[config.mk]
export PLATFORM = sky130hd
export DESIGN_NAME = circular_deque_unit
export DESIGN_NICKNAME = d
export VERILOG_FILES = /design/src/design/cdq_pkg.sv /design/src/design/cdq_ctrl.sv /design/src/design/cdq_dp.sv /design/src/design/circular_deque_unit.sv
export SDC_FILE = /design/constraint.sdc
export NUM_CORES = 2
export LEC_CHECK = 0
export BUFFER_PORTS_ARGS = -buffer_cell sky130_fd_sc_hd__buf_2
export CORE_MARGIN = 10
export CORE_UTILIZATION = 55
export DETAILED_ROUTE_END_ITERATION = 8
export PLACE_DENSITY = 0.76
export SYNTH_ARGS = -nofsm -noshare
export SYNTH_HDL_FRONTEND = slang
export SYNTH_SLANG_ARGS = --single-unit
[constraint.sdc]
create_clock -name clk -period 5.75 [get_ports clk]
set_input_delay 0.575 -clock clk [delete_from_list [all_inputs] [get_ports clk]]
set_output_delay 0.575 -clock clk [all_outputs]
set_load 0.05 [all_outputs]
[src/design/cdq_pkg.sv]
// shared types and constants for the circular deque unit
`timescale 1ns / 1ps

package cdq_pkg;

	// fixed field widths
	localparam int DATA_W = 32;
	localparam int ACT_W  = 3;
	localparam int STS_W  = 2;
	localparam int CAP_W  = 7;

	// default store depth and capacity after reset
	localparam int          DEPTH_DEFAULT = 64;
	localparam logic [6:0]  CAP_RESET     = 7'd64;

	// action codes
	localparam logic [2:0] ACT_INS_FRONT = 3'd0;
	localparam logic [2:0] ACT_INS_REAR  = 3'd1;
	localparam logic [2:0] ACT_RM_FRONT  = 3'd2;
	localparam logic [2:0] ACT_RM_REAR   = 3'd3;
	localparam logic [2:0] ACT_READ_ALL  = 3'd4;

	// result status codes
	typedef enum logic [1:0] {
		ST_OK        = 2'd0,
		ST_OVERFLOW  = 2'd1,
		ST_UNDERFLOW = 2'd2,
		ST_EMPTY     = 2'd3
	} status_t;

	// read address select
	typedef enum logic [1:0] {
		RD_HEAD = 2'd0,
		RD_TAIL = 2'd1,
		RD_ITER = 2'd2
	} rd_sel_t;

	// commands from controller to datapath
	typedef struct packed {
		logic    latch;
		logic    ins;
		logic    err;
		status_t err_code;
		logic    rd_en;
		rd_sel_t rd_sel;
		logic    rm;
		logic    ro;
		logic    ld;
	} cmd_t;

	// status from datapath to controller
	typedef struct packed {
		logic [2:0] act;
		logic       empty;
		logic       full;
		logic       out_free;
		logic       rd_last;
	} sts_t;

endpackage

[src/design/cdq_ctrl.sv]
// controller state machine of the circular deque unit
`timescale 1ns / 1ps

module cdq_ctrl (
	input  logic          clk,
	input  logic          arst_n,
	input  logic          in_valid,
	output logic          in_stall,
	output logic          cfg_ready,
	input  cdq_pkg::sts_t sts,
	output cdq_pkg::cmd_t cmd
);

	typedef enum logic [1:0] {
		S_IDLE,
		S_EXEC,
		S_LOAD
	} state_t;

	state_t state_q;
	state_t state_nx;

	// handshake side
	assign in_stall  = (state_q != S_IDLE);
	assign cfg_ready = (state_q == S_IDLE);

	// command decode
	always_comb begin
		cmd          = '0;
		cmd.err_code = cdq_pkg::ST_OK;
		cmd.rd_sel   = cdq_pkg::RD_HEAD;
		state_nx     = state_q;
		case (state_q)
			S_IDLE: begin
				if (in_valid) begin
					cmd.latch = 1'b1;
					state_nx  = S_EXEC;
				end
			end
			S_EXEC: begin
				case (sts.act)
					cdq_pkg::ACT_INS_FRONT, cdq_pkg::ACT_INS_REAR: begin
						if (sts.out_free) begin
							if (sts.full) begin
								cmd.err      = 1'b1;
								cmd.err_code = cdq_pkg::ST_OVERFLOW;
							end else begin
								cmd.ins = 1'b1;
							end
							state_nx = S_IDLE;
						end
					end
					cdq_pkg::ACT_RM_FRONT, cdq_pkg::ACT_RM_REAR: begin
						if (sts.empty) begin
							if (sts.out_free) begin
								cmd.err      = 1'b1;
								cmd.err_code = cdq_pkg::ST_UNDERFLOW;
								state_nx     = S_IDLE;
							end
						end else begin
							cmd.rd_en  = 1'b1;
							cmd.rm     = 1'b1;
							cmd.rd_sel = (sts.act == cdq_pkg::ACT_RM_FRONT) ?
								cdq_pkg::RD_HEAD : cdq_pkg::RD_TAIL;
							state_nx   = S_LOAD;
						end
					end
					cdq_pkg::ACT_READ_ALL: begin
						if (sts.empty) begin
							if (sts.out_free) begin
								cmd.err      = 1'b1;
								cmd.err_code = cdq_pkg::ST_EMPTY;
								state_nx     = S_IDLE;
							end
						end else begin
							cmd.rd_en  = 1'b1;
							cmd.ro     = 1'b1;
							cmd.rd_sel = cdq_pkg::RD_HEAD;
							state_nx   = S_LOAD;
						end
					end
					default: begin
						state_nx = S_IDLE;
					end
				endcase
			end
			S_LOAD: begin
				// hand read data to the output register, fetch the next entry of a read-out
				if (sts.out_free) begin
					cmd.ld = 1'b1;
					if (sts.rd_last) begin
						state_nx = S_IDLE;
					end else begin
						cmd.rd_en  = 1'b1;
						cmd.ro     = 1'b1;
						cmd.rd_sel = cdq_pkg::RD_ITER;
					end
				end
			end
			default: begin
				state_nx = S_IDLE;
			end
		endcase
	end

	// state register
	always_ff @(posedge clk or negedge arst_n) begin
		if (!arst_n) begin
			state_q <= S_IDLE;
		end else begin
			state_q <= state_nx;
		end
	end

endmodule

[src/design/cdq_dp.sv]
// datapath of the circular deque unit: store, indices, output register
`timescale 1ns / 1ps

module cdq_dp #(
	parameter int DEPTH = cdq_pkg::DEPTH_DEFAULT
) (
	input  logic                              clk,
	input  logic                              arst_n,
	input  logic [cdq_pkg::ACT_W-1:0]         action,
	input  logic signed [cdq_pkg::DATA_W-1:0] value_in,
	input  logic                              cfg_wr,
	input  logic [cdq_pkg::CAP_W-1:0]         capacity,
	input  logic                              out_stall,
	output logic                              out_valid,
	output logic signed [cdq_pkg::DATA_W-1:0] value_out,
	output logic [cdq_pkg::STS_W-1:0]         status,
	output logic                              last,
	input  cdq_pkg::cmd_t                     cmd,
	output cdq_pkg::sts_t                     sts
);

	localparam int AW = $clog2(DEPTH);
	localparam int EW = (AW + 1 > cdq_pkg::CAP_W) ? AW + 1 : cdq_pkg::CAP_W;

	logic [cdq_pkg::DATA_W-1:0] entry_mem [DEPTH];

	logic [cdq_pkg::CAP_W-1:0]  cap_q;
	logic [AW-1:0]              head_q;
	logic [AW-1:0]              tail_q;
	logic                       empty_q;
	logic [cdq_pkg::ACT_W-1:0]  act_q;
	logic [cdq_pkg::DATA_W-1:0] val_q;
	logic [AW-1:0]              iter_q;
	logic [AW-1:0]              cnt_q;
	logic                       rd_last_q;
	logic [cdq_pkg::DATA_W-1:0] rd_data_q;
	logic                       out_valid_q;
	logic [cdq_pkg::DATA_W-1:0] value_out_q;
	logic [cdq_pkg::STS_W-1:0]  status_q;
	logic                       last_q;

	logic [AW-1:0] capm1;
	logic [AW-1:0] head_nx;
	logic [AW-1:0] head_pv;
	logic [AW-1:0] tail_nx;
	logic [AW-1:0] tail_pv;
	logic [AW-1:0] rd_addr;
	logic [AW-1:0] rd_addr_nx;
	logic [AW-1:0] wr_addr;
	logic [AW-1:0] ro_k;
	logic          ro_end;
	logic          out_free;

	// last index in use, capacity clamped to 1..DEPTH
	always_comb begin
		if (cap_q == '0) begin
			capm1 = '0;
		end else if (EW'(cap_q) > EW'(DEPTH)) begin
			capm1 = AW'(DEPTH - 1);
		end else begin
			capm1 = AW'(EW'(cap_q) - EW'(1));
		end
	end

	// circular neighbors of head and tail
	assign head_nx = (head_q == capm1) ? '0 : head_q + 1'b1;
	assign head_pv = (head_q == '0) ? capm1 : head_q - 1'b1;
	assign tail_nx = (tail_q == capm1) ? '0 : tail_q + 1'b1;
	assign tail_pv = (tail_q == '0) ? capm1 : tail_q - 1'b1;

	// read address and read-out end detection
	always_comb begin
		case (cmd.rd_sel)
			cdq_pkg::RD_HEAD: rd_addr = head_q;
			cdq_pkg::RD_TAIL: rd_addr = tail_q;
			cdq_pkg::RD_ITER: rd_addr = iter_q;
			default:          rd_addr = head_q;
		endcase
	end
	assign rd_addr_nx = (rd_addr == capm1) ? '0 : rd_addr + 1'b1;
	assign ro_k       = (cmd.rd_sel == cdq_pkg::RD_HEAD) ? '0 : cnt_q;
	assign ro_end     = (rd_addr == tail_q) || (ro_k == capm1);

	// insert position
	always_comb begin
		if (empty_q) begin
			wr_addr = '0;
		end else if (act_q == cdq_pkg::ACT_INS_FRONT) begin
			wr_addr = head_pv;
		end else begin
			wr_addr = tail_nx;
		end
	end

	assign out_free = !out_valid_q || !out_stall;

	// status toward the controller
	assign sts.act      = act_q;
	assign sts.empty    = empty_q;
	assign sts.full     = !empty_q && (tail_nx == head_q);
	assign sts.out_free = out_free;
	assign sts.rd_last  = rd_last_q;

	// capacity and indices
	always_ff @(posedge clk or negedge arst_n) begin
		if (!arst_n) begin
			cap_q   <= cdq_pkg::CAP_RESET;
			head_q  <= '0;
			tail_q  <= '0;
			empty_q <= 1'b1;
		end else if (cfg_wr) begin
			cap_q   <= capacity;
			head_q  <= '0;
			tail_q  <= '0;
			empty_q <= 1'b1;
		end else if (cmd.ins) begin
			if (empty_q) begin
				head_q  <= '0;
				tail_q  <= '0;
				empty_q <= 1'b0;
			end else if (act_q == cdq_pkg::ACT_INS_FRONT) begin
				head_q <= head_pv;
			end else begin
				tail_q <= tail_nx;
			end
		end else if (cmd.rm) begin
			if (head_q == tail_q) begin
				head_q  <= '0;
				tail_q  <= '0;
				empty_q <= 1'b1;
			end else if (act_q == cdq_pkg::ACT_RM_FRONT) begin
				head_q <= head_nx;
			end else begin
				tail_q <= tail_pv;
			end
		end
	end

	// item capture and read-out walk
	always_ff @(posedge clk) begin
		if (cmd.latch) begin
			act_q <= action;
			val_q <= value_in;
		end
		if (cmd.rd_en) begin
			rd_last_q <= cmd.ro ? ro_end : 1'b1;
		end
		if (cmd.rd_en && cmd.ro) begin
			iter_q <= rd_addr_nx;
			cnt_q  <= ro_k + 1'b1;
		end
	end

	// entry store with registered read
	always_ff @(posedge clk) begin
		if (cmd.ins) begin
			entry_mem[wr_addr] <= val_q;
		end
		if (cmd.rd_en) begin
			rd_data_q <= entry_mem[rd_addr];
		end
	end

	// output register valid
	always_ff @(posedge clk or negedge arst_n) begin
		if (!arst_n) begin
			out_valid_q <= 1'b0;
		end else if (cmd.ins || cmd.err || cmd.ld) begin
			out_valid_q <= 1'b1;
		end else if (!out_stall) begin
			out_valid_q <= 1'b0;
		end
	end

	// output register payload
	always_ff @(posedge clk) begin
		if (cmd.ld) begin
			value_out_q <= rd_data_q;
			status_q    <= cdq_pkg::ST_OK;
			last_q      <= rd_last_q;
		end else if (cmd.err) begin
			value_out_q <= '0;
			status_q    <= cmd.err_code;
			last_q      <= 1'b1;
		end else if (cmd.ins) begin
			value_out_q <= '0;
			status_q    <= cdq_pkg::ST_OK;
			last_q      <= 1'b1;
		end
	end

	assign out_valid = out_valid_q;
	assign value_out = value_out_q;
	assign status    = status_q;
	assign last      = last_q;

	// indices stay inside the capacity in use
	a_idx_range: assert property (@(posedge clk) disable iff (!arst_n)
		(head_q <= capm1) && (tail_q <= capm1))
		else $error("deque index beyond capacity");

	// an empty deque has both indices at zero
	a_empty_idx: assert property (@(posedge clk) disable iff (!arst_n)
		empty_q |-> (head_q == '0) && (tail_q == '0))
		else $error("empty deque with nonzero index");

	// one source loads the output register, and only when it is free
	a_out_load: assert property (@(posedge clk) disable iff (!arst_n)
		(cmd.ins || cmd.err || cmd.ld) |-> $onehot({cmd.ins, cmd.err, cmd.ld}) && out_free)
		else $error("output register overwritten");

endmodule

[src/design/circular_deque_unit.sv]
// Double-ended queue in a circular store, top level.
// Input channel: in_valid/in_stall with action and value_in; a transfer takes
// place when in_valid is high and in_stall is low. Output channel: out_valid/
// out_stall with value_out, status and last; every item but an unused action gives one result, a
// read-out of a non-empty deque one result per entry, front first, last marked.
// Configuration: cfg_valid/cfg_ready carrying capacity; a write empties the deque.
// An insert or error result is loaded into the output register in the execute
// state after its transfer, once the register is free. A remove result and each
// read-out entry pass through the registered read of the entry store and are
// loaded in the load state; a read-out then gives one entry per cycle while the
// receiver does not stall. The controller takes one item at a time: the next
// transfer is possible in the cycle after the item's last result is loaded.
// Unused actions give no result.
// Reset: deque empty, capacity 64, indices zero; store contents undefined.
// While the receiver stalls, the output register holds its result and the
// block waits before loading the next one; a read-out pauses in place.
`timescale 1ns / 1ps

module circular_deque_unit #(
	parameter int DEPTH = cdq_pkg::DEPTH_DEFAULT
) (
	input  logic                              clk,
	input  logic                              arst_n,
	input  logic                              in_valid,
	output logic                              in_stall,
	input  logic [cdq_pkg::ACT_W-1:0]         action,
	input  logic signed [cdq_pkg::DATA_W-1:0] value_in,
	output logic                              out_valid,
	input  logic                              out_stall,
	output logic signed [cdq_pkg::DATA_W-1:0] value_out,
	output logic [cdq_pkg::STS_W-1:0]         status,
	output logic                              last,
	input  logic                              cfg_valid,
	output logic                              cfg_ready,
	input  logic [cdq_pkg::CAP_W-1:0]         capacity
);

	cdq_pkg::cmd_t cmd;
	cdq_pkg::sts_t sts;
	logic          cfg_wr;

	// configuration transfer
	assign cfg_wr = cfg_valid && cfg_ready;

	// controller
	cdq_ctrl u_ctrl (
		.clk       (clk),
		.arst_n    (arst_n),
		.in_valid  (in_valid),
		.in_stall  (in_stall),
		.cfg_ready (cfg_ready),
		.sts       (sts),
		.cmd       (cmd)
	);

	// datapath
	cdq_dp #(
		.DEPTH (DEPTH)
	) u_dp (
		.clk       (clk),
		.arst_n    (arst_n),
		.action    (action),
		.value_in  (value_in),
		.cfg_wr    (cfg_wr),
		.capacity  (capacity),
		.out_stall (out_stall),
		.out_valid (out_valid),
		.value_out (value_out),
		.status    (status),
		.last      (last),
		.cmd       (cmd),
		.sts       (sts)
	);

endmodule

# ---- Word-level counts from Yosys, hierarchy flattened
# Memories as Yosys holds them, arrays and structs flattened. A register that Yosys moved wholly into a read port is not among the register bits.
# Cells that the tools add are included.
dict set report totals {
  reg_bits 106
  ramBits 2048
  in_bits 47
  out_inout_bits 38
  elab_cells 148
  mem_count 1
}
# name depth word_bits read_ports rd_clocked_by_memory_dff wr line
set mem_list {}
lappend mem_list {u_dp.entry_mem 64 32 1 1 1 cdq_dp.sv:25} ;# logic [cdq_pkg::DATA_W-1:0] entry_mem [DEPTH];
dict set report classes {
  add_sub_neg 7
  order_cmp 1
  n_eq_ne 22
  muxes 74
  reduce_logical 29
}
# op n
set op_table {}
lappend op_table {{6-bit two-way mux} 23}
lappend op_table {{32-bit two-way mux} 3}
lappend op_table {{6-bit == test} 7}
lappend op_table {{6-bit by 1-bit adder with 6-bit output, second input constant} 4}
lappend op_table {{3-bit two-way mux} 8}
lappend op_table {{1-bit two-way mux} 22}
lappend op_table {{6-bit by 1-bit subtractor with 6-bit output, second input constant} 3}
lappend op_table {{2-bit two-way mux} 8}
lappend op_table {{6-bit zero test} 2}
lappend op_table {{4-bit two-way mux} 3}
lappend op_table {{3-bit case mux with 2 select lines} 2}
lappend op_table {{6-bit case mux with 2 select lines} 1}
lappend op_table {{3-bit case mux with 3 select lines} 1}
lappend op_table {{3-bit AND reduction} 3}
lappend op_table {{3-bit nonzero test} 3}
lappend op_table {{4-bit inequality test, second input constant} 2}
lappend op_table {{7-bit greater-than comparator, second input constant} 1}
lappend op_table {{7-bit zero test} 1}
lappend op_table {{3-bit by 2-bit == test with 1-bit output, second input constant} 2}
lappend op_table {{2-bit by 1-bit inequality test with 1-bit output, second input constant} 3}
lappend op_table {{2-bit case mux with 3 select lines} 1}
lappend op_table {{2-bit by 1-bit == test with 1-bit output, second input constant} 2}
lappend op_table {{2-bit == test, second input constant} 2}
lappend op_table {{2-bit zero test} 2}
lappend op_table {{other kinds (15)} 24}

# ---- Longest topological paths before layout
dict set report logic_depth {
  ltp_word 14
  ltp_mapped 17
  mapped_depth_nobuf 15
}

# ---- By module
# From an unflattened synthesis, not the netlist that was laid out.
dict set report unflattened {
  cells_unflattened 4139
  area_unflattened_um2 85106.6
}
# module n_inst cells_per_inst area_per_inst_um2 seq_area_each_um2
set modules_own_cells {}
lappend modules_own_cells {cdq_dp 1 4093 84776.3 65460.3}
lappend modules_own_cells {cdq_ctrl 1 45 324.1 50.0}
lappend modules_own_cells {circular_deque_unit 1 1 6.3 0.0}

# ---- Least setup slack after synthesis
# No wires, ideal clock.
dict set report synth_path {
  path_type {register to register}
  from {reg u_dp.cap_q[0] in the netlist's numbering}
  to {mem u_dp.entry_mem[48][0] in the netlist's numbering (enable)}
  setup_time_ns 0.421
  t_arrival_ns 4.423
  required_ns 5.329
  slack_ns 0.906
  stages_incl_launch_ff 13
  path_buffers 2
  synth_period_minus_slack_ns 4.844
  cell_sequence {dfrtp_1 > buf_6 > inv_1 > ha_1 > or4b_1 > o21ai_1 > a21o_1 > and4_1 > nand3_1 > a32oi_4 > or3b_1 > buf_2 > nor2_1}
}
dict set report synth_via {
  elab_chain_len 13
  elab_cells_between_ends 18
  classes_between {1 x add/sub; 1 x order compare; 2 x eq/ne; 12 x mux; 2 x reduce/logical}
}
# item line
set synth_lines {}
lappend synth_lines {{start, declared} cdq_dp.sv:27} ;# logic [cdq_pkg::CAP_W-1:0] cap_q;
lappend synth_lines {{start signal, assigned} cdq_dp.sv:107} ;# cap_q <= cdq_pkg::CAP_RESET;
lappend synth_lines {{start signal, assigned} cdq_dp.sv:112} ;# cap_q <= capacity;
lappend synth_lines {{6-bit by 1-bit subtractor with 6-bit output / 7-bit greater-than comparator (equally long branches)} {cdq_dp.sv:61, cdq_dp.sv:58}}
lappend synth_lines {{6-bit two-way mux} cdq_dp.sv:58} ;# end else if (EW'(cap_q) > EW'(DEPTH)) begin
lappend synth_lines {{6-bit two-way mux (*)} cdq_dp.sv:56} ;# if (cap_q == '0) begin
lappend synth_lines {{6-bit == test} cdq_dp.sv:68} ;# assign tail_nx = (tail_q == capm1) ? '0 : tail_q + 1'b1;
lappend synth_lines {{6-bit two-way mux} cdq_dp.sv:68}
lappend synth_lines {{6-bit == test} cdq_dp.sv:100} ;# assign sts.full = !empty_q && (tail_nx == head_q);
lappend synth_lines {{1-bit logical AND} cdq_dp.sv:100}
lappend synth_lines {{1-bit two-way mux} cdq_ctrl.sv:44} ;# if (sts.full) begin
lappend synth_lines {{4-bit two-way mux} cdq_ctrl.sv:43} ;# if (sts.out_free) begin
lappend synth_lines {{1-bit two-way mux} cdq_ctrl.sv:41} ;# case (sts.act)
lappend synth_lines {{4-bit two-way mux} cdq_ctrl.sv:33} ;# case (state_q)
lappend synth_lines {{1-bit two-way mux} cdq_dp.sv:156} ;# if (cmd.ins) begin
lappend synth_lines {{1-bit two-way mux (not written as such)} cdq_dp.sv:157} ;# entry_mem[wr_addr] <= val_q;
lappend synth_lines {{end, declared} cdq_dp.sv:25}
# Mark *: on every way between the ends. The rest lies on a longest branch, timed or not.

# ---- Final worst setup path
dict set report layout_path {
  from {reg u_ctrl.state_q[0]}
  to {reg u_dp.rd_data_q[29] in the netlist's numbering, read port of u_dp.entry_mem (data pin)}
}
dict set report layout_via {
  elab_chain_len 4
  elab_cells_between_ends 6
  classes_between {4 x eq/ne; 2 x mux}
}
# item line
set layout_lines {}
lappend layout_lines {{start, declared} cdq_ctrl.sv:20} ;# state_t state_q;
lappend layout_lines {{start signal, assigned} cdq_ctrl.sv:111} ;# state_q <= state_nx;
lappend layout_lines {{2-bit == test / 2-bit by 1-bit == test with 1-bit output (equally long branches)} cdq_ctrl.sv:33}
lappend layout_lines {{3-bit case mux with 2 select lines (*)} cdq_ctrl.sv:33}
lappend layout_lines {{2-bit == test / 2-bit by 1-bit == test with 1-bit output (equally long branches)} cdq_dp.sv:73} ;# case (cmd.rd_sel)
lappend layout_lines {{6-bit case mux with 2 select lines} cdq_dp.sv:73}
lappend layout_lines {{end, declared} cdq_dp.sv:36} ;# logic [cdq_pkg::DATA_W-1:0] rd_data_q;
# Marked as above.
# A chain may end at the register's enable or synchronous reset.

==> out/metrics.yaml <==
status:
  outcome: "finished clean"
routing:
  wl_per_cell_microns: 30.80
  vias_per_cell: 6.590
  via_count: 44050
  drt_first_pass_iters: 5
  antenna_left: 0
  drt_iter0_drc: 5764
  routed_wirelength_microns: 205900
  route.detailed.drc: 0
global_routing:
  grt_max_degree: 95
  grt_pass1_wl_microns: 305000
  grtUsageTotal_pct: 23.68
  antenna_found_initial: 4
  grt_remaining_overflow: 0
  grt_pass1_vias: 44711
cts:
  cts_buffer_depth: 3
  clockRootBuffer: "clkbuf_16"
  cts_setup_buffers: 0
  cts.repair.resized: 0
  path_clk_slew_ns: 0.07
  clkSinkCount: 2186
  htreeDepth: 4
  clkLatencyLatePin_ns: 0.84
  hold_buffers: 43
  cts_made_buffers: 205
  cts_tree: "done"
synth:
  synthArstFlopShare_pct: 1.052
  synth_edf_count: 2161
  ys_seq_area_share_pct: 76.08
  synthFlopType: "edfxtp_1"
  synth_area_leaders: "edfxtp_1 (75%), mux4_2 (13%), a211oi_1 (2.0%), and2_1 (0.99%), mux2i_1 (0.80%)"
  yosysTopAreaCell: "edfxtp_1"
  synth_nets: 4252
  syn_area_per_cell_sq_um: 20.56
  yosysUniqueCellTypes: 90
  synthCells: 4189
  synth_top_area_share_pct: 75.36
  syn_area_sq_um: 86110
  ys_warn_count: 0
  ys_ff_latch: 2186
critical_path:
  r2r_cells: 17
  crit_path_end_kind: "flop"
  cp_slowest_cell: "a21oi_4"
  r2r_start: "u_ctrl.state_q[0]"
  startpoint_type: "flop"
  r2r_slack_ns: 0.46
  slowest_delay_ns: 0.82
  endpoint: "u_dp.rd_data_q[29]"
  crit_path_max_fanout: 53
  worstPathCellList: "inv_1 -> ha_1 -> and2_1 -> nor2b_1 -> nand2_1 -> ha_1 -> buf_4 -> a221oi_1 -> a21oi_4 -> buf_12 -> buf_4 -> mux4_2 -> and2_1 -> a211oi_1 -> a31oi_1 -> a21oi_1 -> a21oi_1"
  critPathKind: "reg -> reg"
  critPathBufInv: 4
  r2r_end: "u_dp.rd_data_q[29]"
  cp.depth: 17
  cp_top_family: "compound AO/OA/AOI/OAI gates"
  worstPathArrival_ns: 5.86
  worstSetupStartpoint: "u_ctrl.state_q[0]"
  crit_required_ns: 6.32
hold_path:
  hold_path.class: "in -> reg"
  worstHoldStart: "in_valid"
power:
  vdd_drop_max_mv: 0.4372
  p_per_area_nw_per_um2: 474.2
  power.leakage_nw: 30.34
flow_run:
  drv_cap: 0
timing:
  hold_viol_final: 0
  drv_slew: 0
  final-setup-viol-count: 0
  tightest_slew_ns: 1.101
  skew_ns: 0.03257
  period_share_pct: 92.06
  rsz0062_at_grt: "no"
  layout_setup_ws_ns: 0.4567
  fmax_mhz: 188.9
  fin_tns_setup_ns: 0
  finalCriticalPeriod_ns: 5.293
  max_slew_margin_pct: 25.95
floorplanning:
  ios: 85
  fp.dieW_microns: 415.7
  core-area_sq_um: 155800
  start_util_pct: 55.26
  dieArea_sq_um: 172800
  die_h_microns: 415.7
  rows: 145
cells_and_area:
  nets: 4519
  layout_common_cells: "edfxtp_1 (2161), mux4_2 (512), a211oi_1 (228)"
  layout-drive-gt1-share_pct: 25.56
  final_common_cell: "edfxtp_1"
  area_growth_pct: 13.32
  fin_util_pct: 62.61
  fin_cells: 6684
place:
  dp.cells: 6264
  pre_cts_ws_ns: 0.4496
  gp_congestion: 0.8639
  port-buffer-count: 84
  dpl.hpwl_microns: 115000
==> worst min-delay path, delay by kind of cell <==
family                 cells  cell delay [ns]
and+or+nand+nor            1             0.11
buffers and inverters      1             0.10
AOI/OAI and AO/OA          1             0.06
==> power by group <==
group	switching [mW]	leakage (nW)	internal [mW]	total, mW
Combinational	8.32	7.43	5.66	14.0
Sequential	0.370	19.7	18.7	19.0
Clock	5.82	3.18	7.42	13.2
Total	14.5	30.3	31.8	46.3
==> flip-flops by register name, summed over array words and instances (netlist names) <==
| register | flops |
|---|---|
| u_dp.iter_q | 6 |
| u_dp.last | 1 |
| u_dp.entry_mem | 2048 |
| u_dp.status | 2 |
| u_dp.value_out | 32 |
| u_ctrl.state_q | 2 |
| u_dp.rd_data_q | 32 |
| u_dp.rd_last_q | 1 |
| u_dp.val_q | 32 |
| u_dp.tail_q | 6 |
| u_dp.out_valid | 1 |
| u_dp.act_q | 3 |
| u_dp.empty_q | 1 |
| u_dp.cnt_q | 6 |
| u_dp.head_q | 6 |
| u_dp.cap_q | 7 |
==> metrics by stage <==
stage                     hold slack, ns  power (mW)  area (sq um)
after detailed placement          0.4668       33.14         90600
final                            0.06081       46.27         97580
after floorplan                   0.2794       28.73         86110
after global placement            0.4631       32.90         90600
after CTS                       0.005975       46.38         97570
after global routing             0.04849       47.96         97570
==> layout make-up <==
cell class,instances,area (sq um)
multi-input cells,1722,20050
well taps,2058,2575
diodes,2,5.005
flip-flops and latches,2186,65510
repair buffers,316,2795
inverters,25,93.84
clock buffers,246,5369
fillers,10073,58260
clock inverters,129,1179
==> metal layers <==
layer	part of all wire (%)	global-route usage, %	up-vias
met5	0.013	0	-
met1	38	32.80	23087
met3	9.7	4.262	338
met2	49	38.59	2601
li1	-	-	18020
met4	3.0	7.488	4
==> worst min path at each step <==
stage / endpoint / slack [ns] / cells after the start
after floorplan: u_ctrl.state_q[0] / 0.28 / 0
after global placement: u_dp.status[0] / 0.46 / 2
after detailed placement: u_dp.status[0] / 0.47 / 2
after CTS: u_ctrl.state_q[0] / 0.006 / 3
after global routing: u_ctrl.state_q[0] / 0.05 / 3
final: u_ctrl.state_q[0] / 0.06 / 3
==> Yosys cell counts, drive strengths merged (5+ instances only) <==
master and n:
nand3 28, nor2 77, nor2b 38, a211oi 229, edfxtp 2161, nor3b 6, xor2 13, and2 137
clkbuf 146, nand2b 7, ha 16, o2bb2ai 5, nor3 15, a22oi 8, mux4 512, buf 110
a31o 5, mux2i 69, mux2 10, o21ai 25, nand4 16, a31oi 68, o31ai 7, dfrtp 21
xnor2 33, o211ai 7, o2111ai 6, nand2 164, a21oi 92, inv 25, and3 39
==> kinds of logic after synthesis <==
kind of cell	synth area share (%)
flops	76.08
mux	14.32
simple gates	3.358
compound gates	4.247
buf+inv	1.287
xor+xnor	0.4766
fa+ha+maj	0.2325
(Power assumes the default switching activity.)
